[config.mk]
export PLATFORM = sky130hd
export DESIGN_NAME = status_frame_deframer_top_flat
export DESIGN_NICKNAME = d
export VERILOG_FILES = /design/src/rtl/sfd_pkg.sv /design/src/rtl/sfd_if.sv /design/src/rtl/status_frame_deframer_top.sv /design/src/rtl/sfd_capture_ram.sv /design/src/flat_wrapper.sv
export SDC_FILE = /design/constraint.sdc
export NUM_CORES = 1
export LEC_CHECK = 0
export BUFFER_PORTS_ARGS = -buffer_cell sky130_fd_sc_hd__buf_2
export CORE_MARGIN = 10
export CORE_UTILIZATION = 59
export CTS_CLUSTER_SIZE = 10
export DETAILED_ROUTE_END_ITERATION = 16
export GPL_TIMING_DRIVEN = 0
export PLACE_DENSITY = 0.81
export SLEW_MARGIN = 30
export SYNTH_ARGS = -nofsm -noshare
export SYNTH_HDL_FRONTEND = slang
export SYNTH_SLANG_ARGS = --single-unit
export TNS_END_PERCENT = 20
[constraint.sdc]
create_clock -name clk -period 13.2 [get_ports clk]
set_input_delay 0.66 -clock clk [delete_from_list [all_inputs] [get_ports clk]]
set_output_delay 0.66 -clock clk [all_outputs]
set_load 0.01 [all_outputs]
[src/rtl/sfd_pkg.sv]
package sfd_pkg;

    localparam logic [7:0] HDR_BYTE   = 8'h24;
    localparam logic [7:0] TRL_BYTE   = 8'h25;
    localparam logic [7:0] TYPE_MOTOR = 8'hA5;
    localparam logic [7:0] TYPE_LOAD  = 8'hA6;

    // frame index of the first captured byte (the type byte)
    localparam int CAP_FIRST = 5;
    // last frame index a load cell record reads
    localparam int LOAD_LAST = 11;
    // data of a motor unit spans 25 bytes; its last byte lies 24 bytes after its start
    localparam int MOTOR_SPAN = 24;
    localparam int DATA_START = 6;

    localparam logic [14:0] MAX_LEN_RESET = 15'd10000;

    localparam logic [1:0] KIND_MOTOR  = 2'd0;
    localparam logic [1:0] KIND_LOAD   = 2'd1;
    localparam logic [1:0] KIND_NOTICE = 2'd2;

    localparam logic [3:0] MOTOR_LAST_FIELD = 4'd12;
    localparam logic [3:0] LOAD_LAST_FIELD  = 4'd3;

endpackage

[src/rtl/sfd_if.sv]
interface sfd_rx_if;
    logic       valid;
    logic       ready;
    logic [7:0] rx_byte;

    modport source (output valid, output rx_byte, input ready);
    modport sink (input valid, input rx_byte, output ready);
endinterface

interface sfd_rec_if;
    logic               valid;
    logic               ready;
    logic [1:0]         record_kind;
    logic               unit_index;
    logic [3:0]         field_id;
    logic signed [31:0] field_value;
    logic               last_of_frame;

    modport source (output valid, output record_kind, output unit_index, output field_id,
                    output field_value, output last_of_frame, input ready);
    modport sink (input valid, input record_kind, input unit_index, input field_id,
                  input field_value, input last_of_frame, output ready);
endinterface

[src/rtl/status_frame_deframer_top.sv]
// Body bytes of a frame are taken back to back, without leaving the idle state. Each header or
// length byte is followed by scan steps over the bytes held in the 4-byte window before another is taken.
// A good frame then emits its records, each byte read from the capture RAM (one write port, one read
// port) through a read state and an accumulate state; a record waits in the output register on receiver stalls.
// No input transaction is taken while records are being produced.
// Reset (rst_n low, asynchronous) returns to header hunting with max length 10000.
module status_frame_deframer_top #(
    parameter int MOTOR_UNITS  = 2,
    parameter int MOTOR_STRIDE = 35
) (
    input  logic        clk,
    input  logic        rst_n,
    sfd_rx_if.sink      rx,
    sfd_rec_if.source   rec,
    input  logic        cfg_we,
    input  logic [14:0] cfg_data
);

    localparam int CapLast  = sfd_pkg::DATA_START + (MOTOR_UNITS - 1) * MOTOR_STRIDE
                              + sfd_pkg::MOTOR_SPAN;
    localparam int CapDepth = CapLast - sfd_pkg::CAP_FIRST + 1;
    localparam int CapAw    = $clog2(CapDepth);
    localparam int OffW     = $clog2(CapLast + 4) + 1;

    localparam logic [2:0] ST_IDLE  = 3'd0;
    localparam logic [2:0] ST_SCAN  = 3'd1;
    localparam logic [2:0] ST_START = 3'd2;
    localparam logic [2:0] ST_RD    = 3'd3;
    localparam logic [2:0] ST_ACC   = 3'd4;
    localparam logic [2:0] ST_OUT   = 3'd5;

    localparam logic [1:0] PH_HUNT = 2'd0;
    localparam logic [1:0] PH_HDR  = 2'd1;
    localparam logic [1:0] PH_BODY = 2'd2;

    logic [2:0]  state_reg, state_next;
    logic [1:0]  phase_reg, phase_next;
    logic [14:0] bp_reg, bp_next;
    logic [14:0] len_reg, len_next;
    logic [7:0]  ft_reg, ft_next;
    logic [14:0] max_reg;
    logic [7:0]  rw_reg [2];
    logic [7:0]  rw_next [2];
    logic [7:0]  q_reg [4];
    logic [7:0]  q_next [4];
    logic [2:0]  n_reg, n_next;
    logic [1:0]  kind_reg, kind_next;
    logic        unit_reg, unit_next;
    logic [3:0]  fid_reg, fid_next;
    logic [1:0]  k_reg, k_next;
    logic [31:0] acc_reg, acc_next;

    logic        out_valid_reg, out_valid_next;
    logic [1:0]  out_kind_reg;
    logic        out_unit_reg;
    logic [3:0]  out_fid_reg;
    logic [31:0] out_value_reg;
    logic        out_last_reg;
    logic        out_load;

    logic             ram_we;
    logic [CapAw-1:0] ram_waddr;
    logic [CapAw-1:0] ram_raddr;
    logic [7:0]       ram_rdata;

    logic [OffW-1:0] base;
    logic [OffW-1:0] off;
    logic [1:0]      nb_m1;
    logic            rec_last;
    logic [31:0]     value;

    logic        accept;
    logic [15:0] widx;
    logic        body_end;
    logic [15:0] lenw;
    logic        len_bad;
    logic [1:0]  drop;
    logic        motor_ok;
    logic        load_ok;

    sfd_capture_ram #(
        .DEPTH (CapDepth),
        .AW    (CapAw)
    ) u_ram (
        .clk   (clk),
        .we    (ram_we),
        .waddr (ram_waddr),
        .wdata (rx.rx_byte),
        .raddr (ram_raddr),
        .rdata (ram_rdata)
    );

    assign rx.ready = (state_reg == ST_IDLE);
    assign accept   = rx.valid && rx.ready;

    assign widx      = {1'b0, bp_reg} + 16'd3;
    assign body_end  = ({1'b0, bp_reg} + 16'd1) >= {1'b0, len_reg};
    assign ram_we    = accept && (phase_reg == PH_BODY)
                       && (widx >= 16'(sfd_pkg::CAP_FIRST)) && (widx <= 16'(CapLast));
    assign ram_waddr = CapAw'(bp_reg - 15'd2);

    assign lenw    = {q_reg[2], q_reg[1]};
    assign len_bad = q_reg[2][7] || (lenw[14:0] > max_reg);

    assign motor_ok = (ft_reg == sfd_pkg::TYPE_MOTOR) && (({1'b0, len_reg} + 16'd1) >= 16'(CapLast));
    assign load_ok  = (ft_reg == sfd_pkg::TYPE_LOAD)
                      && (({1'b0, len_reg} + 16'd1) >= 16'(sfd_pkg::LOAD_LAST));

    // field layout: byte offset in the frame and byte count minus one
    always_comb
    begin
        base  = OffW'(sfd_pkg::DATA_START) + (unit_reg ? OffW'(MOTOR_STRIDE) : '0);
        off   = OffW'(sfd_pkg::DATA_START);
        nb_m1 = 2'd0;
        unique case (kind_reg)
            sfd_pkg::KIND_MOTOR:
            begin
                if (fid_reg == 4'd0)
                begin
                    off = base;
                end
                else if (fid_reg <= 4'd4)
                begin
                    off   = base + OffW'(1) + (OffW'(fid_reg - 4'd1) << 2);
                    nb_m1 = 2'd3;
                end
                else
                begin
                    off = base + OffW'(fid_reg) + OffW'(12);
                end
            end
            sfd_pkg::KIND_LOAD:
            begin
                unique case (fid_reg)
                    4'd0: off = OffW'(6);
                    4'd1:
                    begin
                        off   = OffW'(7);
                        nb_m1 = 2'd1;
                    end
                    4'd2:
                    begin
                        off   = OffW'(9);
                        nb_m1 = 2'd1;
                    end
                    default: off = OffW'(11);
                endcase
            end
            default: off = base;
        endcase
    end

    assign ram_raddr = CapAw'(off + OffW'(k_reg) - OffW'(sfd_pkg::CAP_FIRST));

    always_comb
    begin
        unique case (nb_m1)
            2'd0:    value = {24'b0, acc_reg[7:0]};
            2'd1:    value = {{16{acc_reg[15]}}, acc_reg[15:0]};
            default: value = acc_reg;
        endcase
    end

    assign rec_last = (kind_reg == sfd_pkg::KIND_NOTICE)
                      || ((kind_reg == sfd_pkg::KIND_LOAD) && (fid_reg == sfd_pkg::LOAD_LAST_FIELD))
                      || ((kind_reg == sfd_pkg::KIND_MOTOR)
                          && (fid_reg == sfd_pkg::MOTOR_LAST_FIELD)
                          && (unit_reg == 1'(MOTOR_UNITS - 1)));

    assign out_load = (state_reg == ST_OUT) && (!out_valid_reg || rec.ready);

    always_comb
    begin
        state_next = state_reg;
        phase_next = phase_reg;
        bp_next    = bp_reg;
        len_next   = len_reg;
        ft_next    = ft_reg;
        rw_next    = rw_reg;
        q_next     = q_reg;
        n_next     = n_reg;
        kind_next  = kind_reg;
        unit_next  = unit_reg;
        fid_next   = fid_reg;
        k_next     = k_reg;
        acc_next   = acc_reg;
        drop       = 2'd0;

        unique case (state_reg)
            ST_IDLE:
            begin
                if (accept)
                begin
                    if (phase_reg == PH_BODY)
                    begin
                        if (widx == 16'(sfd_pkg::CAP_FIRST))
                        begin
                            ft_next = rx.rx_byte;
                        end
                        if (body_end)
                        begin
                            q_next[0]  = rx.rx_byte;
                            n_next     = 3'd1;
                            phase_next = PH_HUNT;
                            bp_next    = '0;
                            state_next = (rx.rx_byte == sfd_pkg::TRL_BYTE) ? ST_START : ST_SCAN;
                        end
                        else
                        begin
                            bp_next = bp_reg + 15'd1;
                        end
                    end
                    else if (phase_reg == PH_HDR)
                    begin
                        q_next[0] = sfd_pkg::HDR_BYTE;
                        q_next[1] = rw_reg[0];
                        q_next[2] = rw_reg[1];
                        if (bp_reg == 15'd0)
                        begin
                            q_next[1] = rx.rx_byte;
                            n_next    = 3'd2;
                        end
                        else if (bp_reg == 15'd1)
                        begin
                            q_next[2] = rx.rx_byte;
                            n_next    = 3'd3;
                        end
                        else
                        begin
                            q_next[3] = rx.rx_byte;
                            n_next    = 3'd4;
                        end
                        state_next = ST_SCAN;
                    end
                    else
                    begin
                        q_next[0]  = rx.rx_byte;
                        n_next     = 3'd1;
                        state_next = ST_SCAN;
                    end
                end
            end
            ST_SCAN:
            begin
                if ((n_reg != 3'd0) && (q_reg[0] != sfd_pkg::HDR_BYTE))
                begin
                    drop = 2'd1;
                end
                else if (n_reg < 3'd4)
                begin
                    if (n_reg != 3'd0)
                    begin
                        phase_next = PH_HDR;
                        bp_next    = 15'(n_reg - 3'd1);
                        rw_next[0] = q_reg[1];
                        rw_next[1] = q_reg[2];
                    end
                    else
                    begin
                        phase_next = PH_HUNT;
                        bp_next    = '0;
                    end
                    state_next = ST_IDLE;
                end
                else if (len_bad)
                begin
                    drop = 2'd1;
                end
                else if (lenw[14:0] <= 15'd1)
                begin
                    // short frame fits in the window; resume at its last byte
                    ft_next  = '0;
                    len_next = lenw[14:0];
                    if (lenw[0])
                    begin
                        drop = 2'd3;
                        if (q_reg[3] == sfd_pkg::TRL_BYTE)
                        begin
                            state_next = ST_START;
                        end
                    end
                    else
                    begin
                        drop = 2'd2;
                        if (q_reg[2] == sfd_pkg::TRL_BYTE)
                        begin
                            state_next = ST_START;
                        end
                    end
                end
                else
                begin
                    len_next   = lenw[14:0];
                    ft_next    = '0;
                    bp_next    = 15'd1;
                    phase_next = PH_BODY;
                    n_next     = '0;
                    state_next = ST_IDLE;
                end

                unique case (drop)
                    2'd1:
                    begin
                        q_next[0] = q_reg[1];
                        q_next[1] = q_reg[2];
                        q_next[2] = q_reg[3];
                        n_next    = n_reg - 3'd1;
                    end
                    2'd2:
                    begin
                        q_next[0] = q_reg[2];
                        q_next[1] = q_reg[3];
                        n_next    = n_reg - 3'd2;
                    end
                    2'd3:
                    begin
                        q_next[0] = q_reg[3];
                        n_next    = n_reg - 3'd3;
                    end
                    default:
                    begin
                    end
                endcase
            end
            ST_START:
            begin
                unit_next = 1'b0;
                fid_next  = '0;
                k_next    = '0;
                if (motor_ok)
                begin
                    kind_next  = sfd_pkg::KIND_MOTOR;
                    state_next = ST_RD;
                end
                else if (load_ok)
                begin
                    kind_next  = sfd_pkg::KIND_LOAD;
                    state_next = ST_RD;
                end
                else
                begin
                    kind_next  = sfd_pkg::KIND_NOTICE;
                    acc_next   = {24'b0, ft_reg};
                    state_next = ST_OUT;
                end
            end
            ST_RD:
            begin
                state_next = ST_ACC;
            end
            ST_ACC:
            begin
                acc_next[k_reg*8 +: 8] = ram_rdata;
                if (k_reg == nb_m1)
                begin
                    state_next = ST_OUT;
                end
                else
                begin
                    k_next     = k_reg + 2'd1;
                    state_next = ST_RD;
                end
            end
            ST_OUT:
            begin
                if (out_load)
                begin
                    k_next = '0;
                    if (rec_last)
                    begin
                        state_next = ST_SCAN;
                    end
                    else
                    begin
                        state_next = ST_RD;
                        if ((kind_reg == sfd_pkg::KIND_MOTOR) && (fid_reg == sfd_pkg::MOTOR_LAST_FIELD))
                        begin
                            fid_next  = '0;
                            unit_next = 1'b1;
                        end
                        else
                        begin
                            fid_next = fid_reg + 4'd1;
                        end
                    end
                end
            end
            default:
            begin
                state_next = ST_IDLE;
            end
        endcase
    end

    always_comb
    begin
        out_valid_next = out_valid_reg;
        if (out_load)
        begin
            out_valid_next = 1'b1;
        end
        else if (rec.ready)
        begin
            out_valid_next = 1'b0;
        end
    end

    always_ff @(posedge clk or negedge rst_n)
    begin
        if (!rst_n)
        begin
            state_reg     <= ST_IDLE;
            phase_reg     <= PH_HUNT;
            bp_reg        <= '0;
            len_reg       <= '0;
            ft_reg        <= '0;
            max_reg       <= sfd_pkg::MAX_LEN_RESET;
            n_reg         <= '0;
            out_valid_reg <= 1'b0;
        end
        else
        begin
            state_reg     <= state_next;
            phase_reg     <= phase_next;
            bp_reg        <= bp_next;
            len_reg       <= len_next;
            ft_reg        <= ft_next;
            n_reg         <= n_next;
            out_valid_reg <= out_valid_next;
            if (cfg_we)
            begin
                max_reg <= cfg_data;
            end
        end
    end

    always_ff @(posedge clk)
    begin
        rw_reg   <= rw_next;
        q_reg    <= q_next;
        kind_reg <= kind_next;
        unit_reg <= unit_next;
        fid_reg  <= fid_next;
        k_reg    <= k_next;
        acc_reg  <= acc_next;
        if (out_load)
        begin
            out_kind_reg  <= kind_reg;
            out_unit_reg  <= unit_reg;
            out_fid_reg   <= fid_reg;
            out_value_reg <= value;
            out_last_reg  <= rec_last;
        end
    end

    assign rec.valid         = out_valid_reg;
    assign rec.record_kind   = out_kind_reg;
    assign rec.unit_index    = out_unit_reg;
    assign rec.field_id      = out_fid_reg;
    assign rec.field_value   = out_value_reg;
    assign rec.last_of_frame = out_last_reg;

    a_hdr_held: assert property (@(posedge clk) disable iff (!rst_n)
        (phase_reg == PH_HDR) |-> (bp_reg <= 15'd2))
        else $error("header phase holds more than two bytes");

    a_window: assert property (@(posedge clk) disable iff (!rst_n)
        (state_reg == ST_SCAN) |-> (n_reg <= 3'd4))
        else $error("scan window overflow");

    a_notice_last: assert property (@(posedge clk) disable iff (!rst_n)
        (out_valid_reg && (out_kind_reg == sfd_pkg::KIND_NOTICE)) |-> out_last_reg)
        else $error("frame-only notice not marked last");

endmodule

[src/rtl/sfd_capture_ram.sv]
module sfd_capture_ram #(
    parameter int DEPTH = 61,
    parameter int AW    = 6
) (
    input  logic          clk,
    input  logic          we,
    input  logic [AW-1:0] waddr,
    input  logic [7:0]    wdata,
    input  logic [AW-1:0] raddr,
    output logic [7:0]    rdata
);

    logic [7:0] mem [DEPTH];

    always_ff @(posedge clk)
    begin
        if (we)
        begin
            mem[waddr] <= wdata;
        end
        rdata <= mem[raddr];
    end

endmodule
[src/flat_wrapper.sv]
// flat-port wrapper written by rule: the top's interface ports become plain ports
module status_frame_deframer_top_flat 
#(
    parameter int MOTOR_UNITS  = 2,
    parameter int MOTOR_STRIDE = 35
)
  (clk, rst_n, cfg_we, cfg_data, rx_valid, rx_rx_byte, rx_ready, rec_valid, rec_record_kind, rec_unit_index, rec_field_id, rec_field_value, rec_last_of_frame, rec_ready);
  sfd_rx_if rx_i ();
  sfd_rec_if rec_i ();
  input  logic clk;
  input  logic rst_n;
  input  logic cfg_we;
  input  logic [14:0] cfg_data;
  input wire logic [$bits(rx_i.valid)-1:0] rx_valid;
  input wire logic [$bits(rx_i.rx_byte)-1:0] rx_rx_byte;
  output wire logic [$bits(rx_i.ready)-1:0] rx_ready;
  output wire logic [$bits(rec_i.valid)-1:0] rec_valid;
  output wire logic [$bits(rec_i.record_kind)-1:0] rec_record_kind;
  output wire logic [$bits(rec_i.unit_index)-1:0] rec_unit_index;
  output wire logic [$bits(rec_i.field_id)-1:0] rec_field_id;
  output wire logic [$bits(rec_i.field_value)-1:0] rec_field_value;
  output wire logic [$bits(rec_i.last_of_frame)-1:0] rec_last_of_frame;
  input wire logic [$bits(rec_i.ready)-1:0] rec_ready;
  assign rx_i.valid = rx_valid;
  assign rx_i.rx_byte = rx_rx_byte;
  assign rx_ready = rx_i.ready;
  assign rec_valid = rec_i.valid;
  assign rec_record_kind = rec_i.record_kind;
  assign rec_unit_index = rec_i.unit_index;
  assign rec_field_id = rec_i.field_id;
  assign rec_field_value = rec_i.field_value;
  assign rec_last_of_frame = rec_i.last_of_frame;
  assign rec_i.ready = rec_ready;
  status_frame_deframer_top #(.MOTOR_UNITS(MOTOR_UNITS), .MOTOR_STRIDE(MOTOR_STRIDE)) u_core (.clk(clk), .rst_n(rst_n), .rx(rx_i), .rec(rec_i), .cfg_we(cfg_we), .cfg_data(cfg_data));
endmodule
==> results of run 1 <==
==> layer usage <==
metal	GRT usage, %	share of wire (%)	vias to the layer above
met2	40.24	48	1207
met5	0	0	-
met1	34.16	38	9162
li1	-	-	7619
met3	4.833	10	195
met4	9.479	3.4	0
==> path summary, 6_finish.rpt <==
check | startpoint | endpoint | slack [ns] | cells past startpoint
setup / recovery | u_core.unit_reg | u_core.u_ram.rdata[7] | 7.09 | 17
hold / removal | rst_n | u_core.max_reg[11] | 0.16 | 1
setup reg to reg | u_core.unit_reg | u_core.u_ram.rdata[7] | 7.09 | 17
hold reg to reg | u_core.acc_reg[3] | u_core.rec.field_value[3] | 0.42 | 0
max in group asynchronous | rst_n | u_core.n_reg[2] | 12.48 | 1
min in group clk | cfg_data[3] | u_core.max_reg[3] | 0.26 | 3
==> per-stage QoR <==
step,power [W],cell area (sq um),cells,setup slack (ns),util (%)
finish,0.006263,33430,2754,7.085,66.62
global route,0.006489,33430,2754,6.863,66.62
CTS,0.006229,33400,2753,7.274,66.58
detailed placement,0.004259,31150,2634,7.380,62.09
global placement,0.004203,31080,2633,7.480,61.96
floorplan,0.003750,29900,1893,8.710,-
==> report_power, final <==
part	leakage [nW]	internal, W	switching, W
registers	6.42	0.00257	0.000147
logic	4.09	0.000582	0.000998
clock network	1.09	0.00113	0.000835
==> worst max-delay path: stages (launching register included) <==
cell,delay (ns)
edfxtp_1,0.64
inv_1,0.24
ha_1,0.34
ha_1,0.16
inv_1,0.05
fa_1,0.49
nand2_1,0.05
o211ai_1,0.09
nor2_1,0.06
a21oi_1,0.12
o21ai_0,0.16
fa_1,0.57
buf_2,0.29
buf_1,0.76
clkbuf_1,0.67
mux2i_1,0.28
mux4_1,0.54
mux2i_1,0.42
==> logic make-up after synthesis <==
family | share of synthesized area (%)
flops | 67.70
simple gates | 6.921
compound gates | 5.895
mux | 13.23
buf+inv | 2.360
fa+ha+maj | 3.021
xor+xnor | 0.8703
==> synthesized netlist by cell type, types with 4 or more instances <==
master | instances | area [sq um]
a211oi_1 | 22 | 165.2
a21o_1 | 12 | 90.09
a21oi_1 | 75 | 375.4
a22o_1 | 25 | 219.0
a32oi_1 | 5 | 43.79
and3_1 | 8 | 50.05
buf_1 | 8 | 30.03
buf_2 | 27 | 135.1
clkbuf_1 | 55 | 206.5
dfrtp_1 | 57 | 1426
dfstp_2 | 5 | 131.4
dfxtp_1 | 8 | 160.2
edfxtp_1 | 617 | 18530
fa_1 | 4 | 80.08
ha_1 | 65 | 813.3
inv_1 | 77 | 289.0
mux2_2 | 4 | 45.04
mux2i_1 | 84 | 840.8
mux4_1 | 5 | 131.4
mux4_2 | 130 | 2928
nand2_1 | 124 | 465.5
nand2b_1 | 9 | 56.30
nand3_1 | 35 | 175.2
nand4_1 | 10 | 62.56
nor2_1 | 149 | 559.3
nor2b_1 | 47 | 294.0
nor3_1 | 17 | 85.08
nor4_1 | 13 | 81.33
nor4b_1 | 4 | 35.03
o21ai_0 | 74 | 370.4
o22ai_1 | 10 | 62.56
o31ai_1 | 8 | 60.06
o41ai_1 | 4 | 35.03
xnor2_1 | 18 | 157.7
xor2_1 | 8 | 70.07
==> cell type report <==
| class | instances | share of cell area, % |
|---|---|---|
| Clock inverter | 9 | 0.2882 |
| Multi-Input combinational cell | 1033 | 26.87 |
| Sequential cell | 687 | 60.57 |
| Tap cell | 672 | 2.515 |
| Buffer | 94 | 1.232 |
| Timing Repair Buffer | 70 | 1.190 |
| Clock buffer | 110 | 6.450 |
| Inverter | 79 | 0.8871 |
==> layout by cell type, fill, tap and decap left out, types with 5 or more instances in the layout <==
master       n
buf_2       87
a22o_1      25
nor4_1      13
a32oi_1      5
buf_4       10
nand3_1     35
a21o_1      12
mux2i_1     84
o31ai_1      8
dfrtp_1     57
buf_1        7
o21ai_0     74
a21oi_1     75
dfxtp_1      8
edfxtp_1   617
nand2_1    123
nor2_1     145
dfstp_2      5
and3_1       8
xnor2_1     18
inv_1       77
mux4_2     130
xor2_1       8
nor3_1      16
nand4_1     10
nor2b_1     47
nand2b_1     9
clkbuf_1    81
mux4_1       5
clkbuf_16   81
ha_1        65
o22ai_1     10
a211oi_1    22
==> impl_metrics.py, run 1 <==
metrics = {
    "status": {
        "outcome": "finished, final reports clean",
    },
    "drt": {
        "drt-initial-drc-count": 2547,
        "drc": 0,
        "routed_wl_um": 75470,
        "num_vias": 18183,
        "wl_per_cell_um": 27.40,
        "drtPass1Iterations": 6,
        "ant_nets": 0,
        "vias_per_cell": 6.602,
    },
    "floorplanning": {
        "rows": 82,
        "core_area_sq_um": 50170,
        "die_y_um": 245.1,
        "dieArea_sq_um": 60090,
        "chipWidth_um": 245.1,
        "start_util_pct": 59.60,
        "ios": 70,
    },
    "grt": {
        "grt_pass1_vias": 18260,
        "overflow": 0,
        "antenna_found_initial": 0,
        "grtUsageTotal_pct": 25.21,
        "grt_pass1_wl_um": 114500,
        "grt_max_degree": 68,
    },
    "timing": {
        "timing.hold.ws_ns": 0.1609,
        "setup_viol": 0,
        "timing.fmax_mhz": 163.5,
        "hold_viol_final": 0,
        "setup_tns_ns": 0,
        "relSlewSlack_pct": 34.39,
        "finalCritPeriodShare_pct": 46.32,
        "grt_setup_unrepaired": "false",
        "drv_slew": 0,
        "clock_skew_ns": 0.01800,
        "worst_pin_slew_ns": 0.9842,
        "finalCriticalPeriod_ns": 6.115,
    },
    "yosys": {
        "seq_area_frac_synth_pct": 67.70,
        "ys.flop_type": "edfxtp_1",
        "synth_cells": 1893,
        "avgSynthCellArea_sq_um": 15.80,
        "yosys_warnings": 0,
        "synth.distinct_cells": 82,
        "synth_seq_cells": 687,
        "synth_edf_count": 617,
        "netlist_area_sq_um": 29900,
        "syn_nets": 1990,
        "synthArstFlopShare_pct": 9.025,
    },
    "clocking": {
        "cts_setup_buffers": 0,
        "clockRootBuffer": "clkbuf_16",
        "clk_path_buf_depth": 3,
        "htreeDepth": 3,
        "clock_latency_ns": 0.62,
        "cts.clk_slew.worst_paths_ns": 0.06,
        "cts_made_buffers": 80,
        "cts_tree": "done",
        "hold_buffers": 0,
        "numClockSinks": 687,
        "ctsResizeCount": 0,
    },
    "cells_and_area": {
        "largest_reg_flops": 488,
        "antennaDiodeCount": 0,
        "seqCellArea_sq_um": 20250,
        "fin_nets": 2142,
        "drive_gt1_share_pct": 16.95,
        "n_fill_cell": 3210,
        "area_growth_pct": 11.78,
        "multiInputGateArea_sq_um": 8981,
    },
    "worst_setup_path": {
        "cp.required_ns": 13.65,
        "critPathMaxFanout": 12,
        "path_class": "reg2reg",
        "critPathLaunchType": "flop",
        "critPathCaptureType": "flop",
        "arrival_ns": 6.57,
    },
    "placed_design": {
        "gp_congestion": 0.9009,
        "io_buffers": 68,
        "dp_hpwl_um": 45790,
    },
    "pwr": {
        "peakVddDrop_v": 0.0001213,
        "power_density_nw_per_um2": 187.4,
        "leakagePower_nw": 11.61,
    },
    "job": {
        "maxCapViolCount": 0,
    },
    "min_path": {
        "hold_class": "in2async",
    },
}
Note: power is estimated with default switching activity, not from simulation.
==> inputs of run 2 (changes only) <==
Settings changed: CORE_UTILIZATION 59 to 56, PLACE_DENSITY 0.81 to 0.8.
Clock period 13.2 ns to 5.3 ns, I/O delays scaled along.
==> impl_metrics.py, run 2 (synthesis results as in run 1) <==
metrics = {
    "status": {
        "outcome": "finished, final reports clean",
    },
    "floorplanning": {
        "core_area_sq_um": 52760,
        "ios": 70,
        "dieArea_sq_um": 63040,
        "rows": 84,
        "chipWidth_um": 251.1,
        "start_util_pct": 56.68,
        "die_y_um": 251.1,
    },
    "timing": {
        "finalCritPeriodShare_pct": 97.93,
        "timing.fmax_mhz": 192.7,
        "relSlewSlack_pct": 35.11,
        "grt_setup_unrepaired": "true",
        "finalCriticalPeriod_ns": 5.190,
        "setup_viol": 0,
        "drv_slew": 0,
        "worst_pin_slew_ns": 0.9723,
        "clock_skew_ns": 0.04526,
        "hold_viol_final": 0,
        "setup_tns_ns": 0,
        "layout_setup_ws_ns": 0.1099,
    },
    "cells_and_area": {
        "largest_reg_flops": 488,
        "area_growth_pct": 12.79,
        "final_area_sq_um": 33730,
        "final_common_cell": "edfxtp_1",
        "layout_common_cells": "edfxtp_1, nor2_1, mux4_2",
        "layout.cells.non_filler": 2799,
        "n_fill_cell": 3537,
        "drive_gt1_share_pct": 17.20,
        "fin_nets": 2160,
    },
    "clocking": {
        "htreeDepth": 3,
        "clockRootBuffer": "clkbuf_16",
        "cts_made_buffers": 80,
        "numClockSinks": 687,
        "cts_tree": "done",
        "clock_latency_ns": 0.64,
        "cts.clk_slew.worst_paths_ns": 0.06,
        "clk_path_buf_depth": 3,
    },
    "pwr": {
        "leakagePower_nw": 11.72,
        "power_density_nw_per_um2": 464.3,
        "p_sw_w": 0.004935,
        "pwr-share-comb_pct": 25.0,
        "internal-power_w": 0.01073,
        "power_frac_seq_pct": 43.3,
        "clkPwrFrac_pct": 31.8,
        "p_sw_share_pct": 31.51,
        "peakVddDrop_v": 0.0002525,
    },
    "grt": {
        "grt_use_met3_pct": 4.344,
        "grt_pass1_vias": 18322,
        "gr-usage-met2_pct": 37.85,
        "grtUsageTotal_pct": 23.33,
        "overflow": 0,
        "busiest_layer": "met2",
        "antenna_found_initial": 1,
        "grt_max_degree": 68,
        "grt_pass1_wl_um": 112500,
        "met1_usage_pct": 30.77,
    },
    "drt": {
        "routed_wl_um": 73580,
        "wl_per_cell_um": 26.29,
        "ant_nets": 0,
        "drtPass1Iterations": 6,
        "num_vias": 18031,
        "drt-initial-drc-count": 2169,
        "vias_per_cell": 6.442,
        "drc": 0,
    },
    "worst_setup_path": {
        "critPathCaptureType": "flop",
        "cpLargestDelayFamily": "simple AND/OR/NAND/NOR gates",
        "worst-path-buf-inv": 3,
        "critPathMaxFanout": 10,
        "critPathSlowestCell": "nor2_1",
        "crit_chain": "clkbuf_1, inv_1, ha_1, clkbuf_1, nor4_1, nand2b_1, mux2i_1, nor4_1, o2111a_1, nand4_1, nor2_1",
        "slowest_delay_ns": 0.92,
        "critPathLaunchType": "flop",
        "arrival_ns": 5.43,
        "path_class": "reg2reg",
        "cp.required_ns": 5.54,
    },
    "placed_design": {
        "dp_cells": 2651,
        "placed_area_sq_um": 31180,
        "pre_cts_slack_ns": -0.6914,
        "gp_congestion": 0.8892,
        "io_buffers": 68,
        "dp_hpwl_um": 46200,
    },
    "min_path": {
        "hold_class": "in2reg",
    },
    "job": {
        "maxCapViolCount": 0,
    },
}
==> run 2: path summary, 6_finish.rpt <==
check	start	to	slack, ns	cells past startpoint
max	u_core.bp_reg[0]	u_core.u_ram.mem[28][3]	0.11	11
min	cfg_we	u_core.max_reg[4]	0.07	3
max reg2reg	u_core.bp_reg[0]	u_core.u_ram.mem[28][3]	0.11	11
max in group asynchronous	rst_n	u_core.bp_reg[7]	4.39	2
min reg2reg	u_core.acc_reg[6]	u_core.rec.field_value[6]	0.42	0
min in group asynchronous	rst_n	u_core.max_reg[12]	0.30	2
==> run 2: layout make-up <==
class | count | area [sq um] | area share, %
Clock buffer | 116 | 2147 | 6.366
Tap cell | 688 | 860.8 | 2.552
Inverter | 79 | 296.5 | 0.8792
Clock inverter | 13 | 180.2 | 0.5342
Timing Repair Buffer | 88 | 575.6 | 1.706
Buffer | 94 | 429.2 | 1.272
Antenna cell | 1 | 2.502 | 0.007420
Multi-Input combinational cell | 1033 | 8990 | 26.65
Sequential cell | 687 | 20250 | 60.03
==> run 2: tightest hold or removal path, stage by stage <==
cell      delay, ns
clkbuf_1       0.22
nand2_1        0.13
o21ai_0        0.08
==> run 2: power groups by stage <==
stage | clock network [W] | registers (W) | logic, W
3_5_place_dp | 0 | 0.00686 | 0.00378
6_report | 0.00497 | 0.00678 | 0.00391
4_1_cts | 0.00501 | 0.00675 | 0.00386
2_1_floorplan | 0 | 0.00670 | 0.00264
3_3_place_gp | 0 | 0.00685 | 0.00365
5_1_grt | 0.00522 | 0.00680 | 0.00424
==> run 2: through the flow <==
step | total power (W) | utilization, % | hold WS [ns]
after floorplan | 0.009339 | - | -0.03059
after global placement | 0.01050 | 58.95 | 0.4019
after detailed placement | 0.01064 | 59.11 | 0.4045
after CTS | 0.01563 | 63.88 | 0.01134
after global routing | 0.01626 | 63.92 | 0.07239
final | 0.01566 | 63.93 | 0.06611
==> run 2: routing by layer <==
metal	part of all wire, %	vias to the layer above
met5	0	-
met4	3.2	0
met3	8.9	167
met2	49	1011
met1	39	9160
li1	-	7693
==> run 2: repair_timing <==
item | in CTS | in global routing
gates resized for setup | 9 | 9
pin swaps | 0 | 0
hold buffers | 17 | 0
setup endpoints to repair | 8 | 100
setup buffers | 1 | 0
hold endpoints to repair | 73 | 0
